==> src/design/ipv4_longest_prefix_match_macros.svh <==
// Assertion macros for the IPv4 longest prefix match block.
// Taken in by ipv4_longest_prefix_match.sv, the RTL file that carries concurrent assertions.
`ifndef IPV4_LONGEST_PREFIX_MATCH_MACROS_SVH
`define IPV4_LONGEST_PREFIX_MATCH_MACROS_SVH

// check a property on every rising clock edge outside reset
`define LPM_CHECK(lbl, clk, rst, prop, msg) \
   lbl: assert property (@(posedge clk) disable iff (rst) (prop)) else $error(msg);

// check that a condition is followed by another in the next cycle
`define LPM_CHECK_NEXT(lbl, clk, rst, pre, post, msg) \
   lbl: assert property (@(posedge clk) disable iff (rst) (pre) |=> (post)) else $error(msg);

`endif

==> src/design/iplpm_pkg.sv <==
// Types, codes and helper functions for the IPv4 longest prefix match block.
// Used by iplpm_cell, ipv4_longest_prefix_match and the testbench; depends on nothing.
`default_nettype none
package iplpm_pkg;

   localparam int ADDR_W = 32;
   localparam int LEN_W = 6;
   localparam int TAG_W = 4;
   localparam logic [LEN_W-1:0] MAX_LEN = LEN_W'(32);

   localparam logic CMD_ADD = 1'b0;
   localparam logic CMD_LOOKUP = 1'b1;

   typedef enum logic [1:0] {
      STATUS_ADDED = 2'd0,
      STATUS_INVALID = 2'd1,
      STATUS_FULL = 2'd2,
      STATUS_LOOKUP = 2'd3
   } status_type;

   typedef struct packed {
      logic cmd;
      logic [ADDR_W-1:0] address;
      logic [LEN_W-1:0] prefix_length;
   } req_type;

   typedef struct packed {
      status_type status;
      logic found;
      logic [TAG_W-1:0] match_index;
      logic [ADDR_W-1:0] match_network;
      logic [LEN_W-1:0] match_length;
   } rsp_type;

   typedef struct packed {
      logic active;
      logic [ADDR_W-1:0] address;
      logic found;
      logic [TAG_W-1:0] index;
      logic [ADDR_W-1:0] network;
      logic [LEN_W-1:0] length;
   } search_type;

   typedef struct packed {
      logic en;
      logic [ADDR_W-1:0] network;
      logic [LEN_W-1:0] length;
   } route_write_type;

   function automatic logic [ADDR_W-1:0] prefix_mask(input logic [LEN_W-1:0] len);
      logic [ADDR_W-1:0] ones;
      ones = '1;
      return ~(ones >> len);
   endfunction

endpackage
`default_nettype wire

==> src/design/iplpm_cell.sv <==
// One route cell: holds a stored route and compares the passing lookup against it.
// Depends on iplpm_pkg.
`default_nettype none
module iplpm_cell #(
   parameter int CELL_INDEX = 0
) (
   input  wire logic                        clock,
   input  wire logic                        reset,
   input  wire iplpm_pkg::route_write_type  wr,
   input  wire logic                        valid,
   input  wire iplpm_pkg::search_type       search_prev,
   output iplpm_pkg::search_type            search_next
);

   localparam logic [iplpm_pkg::TAG_W-1:0] CELL_TAG = iplpm_pkg::TAG_W'(CELL_INDEX % 16);

   logic [iplpm_pkg::ADDR_W-1:0] network_ff;
   logic [iplpm_pkg::LEN_W-1:0]  length_ff;
   iplpm_pkg::search_type        search_ff;
   iplpm_pkg::search_type        search_in;
   logic                         match;
   logic                         take;

   always_ff @(posedge clock) begin
      if (wr.en) begin
         network_ff <= wr.network;
         length_ff <= wr.length;
      end
   end

   always_comb begin
      match = valid &&
              ((search_prev.address & iplpm_pkg::prefix_mask(length_ff)) == network_ff);
      take = search_prev.active && match &&
             (!search_prev.found || (length_ff > search_prev.length));
      search_in = search_prev;
      if (take) begin
         search_in.found = 1'b1;
         search_in.index = CELL_TAG;
         search_in.network = network_ff;
         search_in.length = length_ff;
      end
   end

   always_ff @(posedge clock) begin
      if (reset) begin
         search_ff.active <= 1'b0;
      end else begin
         search_ff.active <= search_in.active;
      end
      search_ff.address <= search_in.address;
      search_ff.found <= search_in.found;
      search_ff.index <= search_in.index;
      search_ff.network <= search_in.network;
      search_ff.length <= search_in.length;
   end

   assign search_next = search_ff;

endmodule
`default_nettype wire

==> src/design/ipv4_longest_prefix_match.sv <==
// Add item: result strobed in the cycle after accept; an add may be accepted every cycle
// while busy is low. Lookup item: the search walks through the row of route cells, registered
// in each cell in turn and then in the result register; busy stays high meanwhile.
// Reset clears the route count, which empties the table at once; the receiver
// cannot stall and takes each result in its single strobe cycle.
`default_nettype none
`include "ipv4_longest_prefix_match_macros.svh"
module ipv4_longest_prefix_match #(
   parameter int TABLE_DEPTH = 16
) (
   input  wire logic                clock,
   input  wire logic                reset,
   input  wire logic                start,
   output logic                     busy,
   input  wire iplpm_pkg::req_type  req_item,
   output logic                     rsp_strobe,
   output iplpm_pkg::rsp_type       rsp_item
);

   localparam int CNT_W = $clog2(TABLE_DEPTH + 1);

   logic [CNT_W-1:0]            count_ff;
   logic [CNT_W-1:0]            count_in;
   logic                        busy_ff;
   logic                        busy_in;
   logic                        rsp_strobe_ff;
   logic                        rsp_strobe_in;
   iplpm_pkg::rsp_type          rsp_ff;
   iplpm_pkg::rsp_type          rsp_in;
   logic                        accept;
   logic                        is_add;
   logic                        is_lookup;
   logic                        invalid;
   logic                        full;
   logic                        add_ok;
   iplpm_pkg::search_type       head;
   iplpm_pkg::search_type       tail;
   iplpm_pkg::search_type       stage [TABLE_DEPTH];
   logic [TABLE_DEPTH-1:0]      stage_active;

   assign accept = start && !busy_ff;
   assign is_add = accept && (req_item.cmd == iplpm_pkg::CMD_ADD);
   assign is_lookup = accept && (req_item.cmd == iplpm_pkg::CMD_LOOKUP);
   assign invalid = (req_item.prefix_length > iplpm_pkg::MAX_LEN) ||
                    ((req_item.address & ~iplpm_pkg::prefix_mask(req_item.prefix_length))
                     != '0);
   assign full = (count_ff == CNT_W'(TABLE_DEPTH));
   assign add_ok = is_add && !invalid && !full;

   always_comb begin
      head.active = is_lookup;
      head.address = req_item.address;
      head.found = 1'b0;
      head.index = '0;
      head.network = '0;
      head.length = '0;
   end

   for (genvar i = 0; i < TABLE_DEPTH; i++) begin : g_cell
      iplpm_pkg::route_write_type wr;
      logic                       valid;
      assign wr.en = add_ok && (count_ff == CNT_W'(i));
      assign wr.network = req_item.address;
      assign wr.length = req_item.prefix_length;
      assign valid = (count_ff > CNT_W'(i));
      assign stage_active[i] = stage[i].active;
      if (i == 0) begin : g_first
         iplpm_cell #(.CELL_INDEX(i)) u_cell (
            .clock(clock),
            .reset(reset),
            .wr(wr),
            .valid(valid),
            .search_prev(head),
            .search_next(stage[i])
         );
      end else begin : g_rest
         iplpm_cell #(.CELL_INDEX(i)) u_cell (
            .clock(clock),
            .reset(reset),
            .wr(wr),
            .valid(valid),
            .search_prev(stage[i-1]),
            .search_next(stage[i])
         );
      end
   end

   assign tail = stage[TABLE_DEPTH-1];

   always_comb begin
      count_in = count_ff + CNT_W'(add_ok);
      busy_in = busy_ff;
      rsp_strobe_in = 1'b0;
      rsp_in = rsp_ff;
      if (is_lookup) begin
         busy_in = 1'b1;
      end else if (tail.active) begin
         busy_in = 1'b0;
      end
      if (is_add) begin
         rsp_strobe_in = 1'b1;
         rsp_in.found = 1'b0;
         rsp_in.match_index = '0;
         rsp_in.match_network = '0;
         rsp_in.match_length = '0;
         if (invalid) begin
            rsp_in.status = iplpm_pkg::STATUS_INVALID;
         end else if (full) begin
            rsp_in.status = iplpm_pkg::STATUS_FULL;
         end else begin
            rsp_in.status = iplpm_pkg::STATUS_ADDED;
         end
      end else if (tail.active) begin
         rsp_strobe_in = 1'b1;
         rsp_in.status = iplpm_pkg::STATUS_LOOKUP;
         rsp_in.found = tail.found;
         rsp_in.match_index = tail.index;
         rsp_in.match_network = tail.network;
         rsp_in.match_length = tail.length;
      end
   end

   always_ff @(posedge clock) begin
      if (reset) begin
         count_ff <= '0;
         busy_ff <= 1'b0;
         rsp_strobe_ff <= 1'b0;
      end else begin
         count_ff <= count_in;
         busy_ff <= busy_in;
         rsp_strobe_ff <= rsp_strobe_in;
      end
      rsp_ff <= rsp_in;
   end

   assign busy = busy_ff;
   assign rsp_strobe = rsp_strobe_ff;
   assign rsp_item = rsp_ff;

   `LPM_CHECK(a_count_bound, clock, reset, count_ff <= CNT_W'(TABLE_DEPTH), "route count overflow")
   `LPM_CHECK(a_one_lookup, clock, reset, $onehot0(stage_active), "two lookups in the cell row")
   `LPM_CHECK(a_tail_busy, clock, reset, !tail.active || busy_ff, "lookup finished while idle")
   `LPM_CHECK(a_strobe_idle, clock, reset, !rsp_strobe_ff || !busy_ff, "result while lookup busy")
   `LPM_CHECK_NEXT(a_add_result, clock, reset, is_add, rsp_strobe_ff, "add item without result")

endmodule
`default_nettype wire

==> config.mk <==
export PLATFORM = sky130hd
export DESIGN_NAME = ipv4_longest_prefix_match
export DESIGN_NICKNAME = d
export VERILOG_FILES = /design/src/design/iplpm_pkg.sv /design/src/design/iplpm_cell.sv /design/src/design/ipv4_longest_prefix_match.sv
export VERILOG_INCLUDE_DIRS = /design/src /design/src/design
export SDC_FILE = /design/constraint.sdc
export NUM_CORES = 2
export LEC_CHECK = 0
export BUFFER_PORTS_ARGS = -buffer_cell sky130_fd_sc_hd__buf_2
export CAP_MARGIN = 20
export CORE_UTILIZATION = 57
export DETAILED_ROUTE_END_ITERATION = 8
export HOLD_SLACK_MARGIN = 0.06
export PLACE_DENSITY_LB_ADDON = 0.12
export SYNTH_ARGS = -nofsm -noshare
export SYNTH_HDL_FRONTEND = slang
export SYNTH_SLANG_ARGS = --single-unit
==> constraint.sdc <==
create_clock -name clock -period 5.05 [get_ports clock]
set_input_delay 0.7575 -clock clock [delete_from_list [all_inputs] [get_ports clock]]
set_output_delay 0.7575 -clock clock [all_outputs]
set_load 0.05 [all_outputs]
==> flow_metrics.py <==
metrics = {
    "outcome": {
        "run_status": "finished, final reports clean",
    },
    "clock_network": {
        "cts.clk_slew.worst_paths_ns": 0.06,
        "clock_tree_from_tritoncts": "yes",
        "cts_hold_repair.buffers": 0,
        "clock-root-buffer": "sky130_fd_sc_hd__clkbuf_16",
        "cts.htree.levels": 4,
        "insertion_delay_ns": 0.82,
        "cts-root-to-sink-buffers": 3,
        "post_cts.repair.setup_buffers": 0,
        "postCtsResizedCells": 0,
        "clock_sink_count": 1829,
        "cts-buffers-inserted": 175,
    },
    "route": {
        "postRouteAntennaNets": 0,
        "detailed_routing_iterations_pass_1": 8,
        "first_iteration_detailed_routing_drc_count": 7497,
        "drt-total-wl_um": 259000,
        "drt-vias-per-instance": 6.50,
        "route.vias.total": 50700,
        "drt-wirelength-per-cell_um": 33.2,
        "drcViolationCount": 0,
    },
    "cells_and_area": {
        "finalNonFillerCells": 7801,
        "layout_area_growth_over_synthesis_pct": 12.0,
        "share_of_layout_cells_above_drive_strength_1": 0.173,
        "regArea_um2": 42700,
        "fillCellCount": 9490,
        "layout.cell_area.non_filler_um2": 79600,
        "design.final.nets": 6111,
        "multi_input_area_um2": 26100,
    },
    "sta": {
        "final_min_period_over_clock_period": 0.826,
        "finalHoldWorstSlack_ns": 0.201,
        "worst-slew-pin-transition_ns": 1.11,
        "period_minus_slack_ns": 4.17,
        "grt_setup_unrepaired": "no",
        "fin_skew_ns": 0.0306,
        "finalHoldViolCount": 0,
        "fin_tns_setup_ns": 0,
        "finalMaxSlewViolations": 0,
        "fmax_mhz": 240,
        "setup_violations": 0,
        "timing.slew.headroom": 0.262,
    },
    "floorplan": {
        "floorplan.core_area_um2": 124000,
        "die_width_um": 355,
        "chipHeight_um": 355,
        "die_area_um2": 126000,
        "ios": 89,
        "num_rows": 129,
        "start_util": 0.575,
    },
    "yosys": {
        "ys_top_cells_by_count": "sky130_fd_sc_hd__dfxtp_1, sky130_fd_sc_hd__edfxtp_1, sky130_fd_sc_hd__mux2_2",
        "synthesis.area_um2": 71000,
        "postSynth.topFlopCell": "sky130_fd_sc_hd__dfxtp_1",
        "post_synth_inst_count": 5863,
        "ys_top_cells_by_area": "sky130_fd_sc_hd__dfxtp_1, sky130_fd_sc_hd__edfxtp_1, sky130_fd_sc_hd__mux2_2",
        "number_of_enable_flip_flop_cells_after_synthesis": 610,
        "synthArstFlopShare": 0,
        "postSynthRegisterBits": 1829,
        "post-synth-top-count-cell": "sky130_fd_sc_hd__dfxtp_1",
        "synth_area_per_cell_um2": 12.1,
        "synth_warnings": 0,
        "synth_area_leader_cell": "sky130_fd_sc_hd__dfxtp_1",
        "synth_sequential_area_ratio": 0.601,
        "synthDominantCellAreaShare": 0.344,
        "post_synth_num_cell_types": 101,
        "synthesis.nets": 5997,
    },
    "global_route": {
        "gr-total-overflow": 0,
        "pin_count_of_the_biggest_net_entering_global_routing": 47,
        "grt_antenna_before_repair": 27,
        "grt_pass1_wl_um": 359000,
        "grt_pass1_vias": 47600,
        "gr-usage-all-layers": 0.405,
    },
    "power": {
        "vdd.ir_drop.worst_mv": 0.370,
        "power_per_cell_area_nw_per_um2": 374,
        "p_leak_nw": 30.8,
    },
    "placement": {
        "globalplace.congestion": 0.994,
        "portBuffers": 88,
        "placed_cells": 7437,
        "detailedPlacementHpwl_um": 189000,
        "postPlaceCellArea_um2": 73600,
    },
    "critical_path": {
        "path_max_fanout": 37,
        "setup.worst_path.start_class": "flop",
        "worstSetupEndpointType": "flop",
        "worstPathArrival_ns": 4.86,
        "worst-setup-path-type": "flop to flop",
        "timing.critical_path.required_ns": 5.74,
    },
    "worst_hold_path": {
        "min-delay-path-class": "primary input to flop",
    },
    "job": {
        "timing.max_cap.violations": 0,
    },
}
[critical path: stages (launching register included)]
cell and delay (ns):
sky130_fd_sc_hd__edfxtp_1 0.90, sky130_fd_sc_hd__nand2_1 0.13, sky130_fd_sc_hd__o21ai_0 0.20, sky130_fd_sc_hd__mux2_2 0.37, sky130_fd_sc_hd__a2111oi_1 0.82, sky130_fd_sc_hd__nand4b_1 0.32
sky130_fd_sc_hd__nor4_4 0.34, sky130_fd_sc_hd__buf_4 0.52, sky130_fd_sc_hd__mux2_2 0.40
[cell usage in the layout, fill, tap and decap left out, drive strengths merged, types with 36 or more instances in the layout]
master,netlist,layout
nor4,65,65
clkinv,0,47
nand2b,144,144
o21ai,328,328
inv,269,286
nand2,216,216
nor2b,157,157
mux2,555,555
nor3,71,71
and3,78,78
o21a,66,66
a21oi,136,136
buf,87,232
or4,39,39
nand3,110,110
xor2,103,103
mux2i,74,74
and2,84,84
or2,38,38
o211ai,50,50
ha,92,92
xnor2,108,108
o2111ai,40,40
edfxtp,610,610
nand4,107,107
nor2,169,169
dfxtp,1219,1219
a2111oi,36,36
clkbuf,208,248
[layout make-up]
cell class,instances,area share
Sequential cell,1829,0.537
Tap cell,1637,0.0257
Clock inverter,84,0.0108
Timing Repair Buffer,232,0.0218
Antenna cell,32,0.00101
Clock buffer,248,0.0638
Inverter,269,0.0127
Multi-Input combinational cell,3470,0.327
[flip-flops by register name, summed over array words and instances (netlist names)]
register,count
g_cell.g_rest.u_cell.length_ff,90
rsp_item,45
count_ff,5
g_cell.g_first.u_cell.length_ff,6
g_cell.g_first.u_cell.network_ff,32
busy,1
g_cell.g_rest.u_cell.network_ff,480
g_cell.g_rest.u_cell.search_next,1097
rsp_strobe,1
g_cell.g_first.u_cell.search_next,72
[worst paths after layout]
path,slack [ns],cells past startpoint,endpoint,startpoint
worst max-delay path,0.88,8,g_cell[2].g_rest.u_cell.search_next[25],g_cell[2].g_rest.u_cell.length_ff[1]
worst min-delay path,0.20,1,g_cell[0].g_first.u_cell.search_next[58],req_item[21]
worst max register to register,0.88,8,g_cell[2].g_rest.u_cell.search_next[25],g_cell[2].g_rest.u_cell.length_ff[1]
worst min register to register,0.34,0,g_cell[1].g_rest.u_cell.search_next[61],g_cell[0].g_first.u_cell.search_next[61]
[where the power goes]
part | switching, mW | internal (mW) | total, mW
Clock | 5.76 | 7.69 | 13.4
Combinational | 0.491 | 0.189 | 0.681
Sequential | 0.261 | 15.4 | 15.7
[metrics by stage]
step,setup slack (ns),power [mW],utilization
6_report,0.881,29.8,0.644
3_5_place_dp,0.745,16.6,0.595
4_1_cts,1.07,29.8,0.643
5_1_grt,0.662,30.5,0.643
3_3_place_gp,0.724,16.6,0.595
2_1_floorplan,0.675,16.1,-
[cell families after synthesis]
logic type               count (synthesis)  share of synthesized area
AO/OA/AOI/OAI                         1120                      0.110
buffers and inverters                  564                     0.0332
adder cells (fa/ha/maj)                 97                     0.0169
AND/OR/NAND/NOR                       1413                      0.113
flip-flops                            1829                      0.601
multiplexers                           629                      0.100
XOR/XNOR                               211                     0.0260
[metal layers]
layer	share of wire	GRT usage	vias to the layer above	wire [µm]
met5	0.00011	0	-	28
met4	0.049	0.188	4	12700
met3	0.11	0.0921	600	27800
met2	0.44	0.598	3260	113000
met1	0.41	0.565	25100	106000
li1	-	-	21800	-
Power figures use the tool's default switching activity.
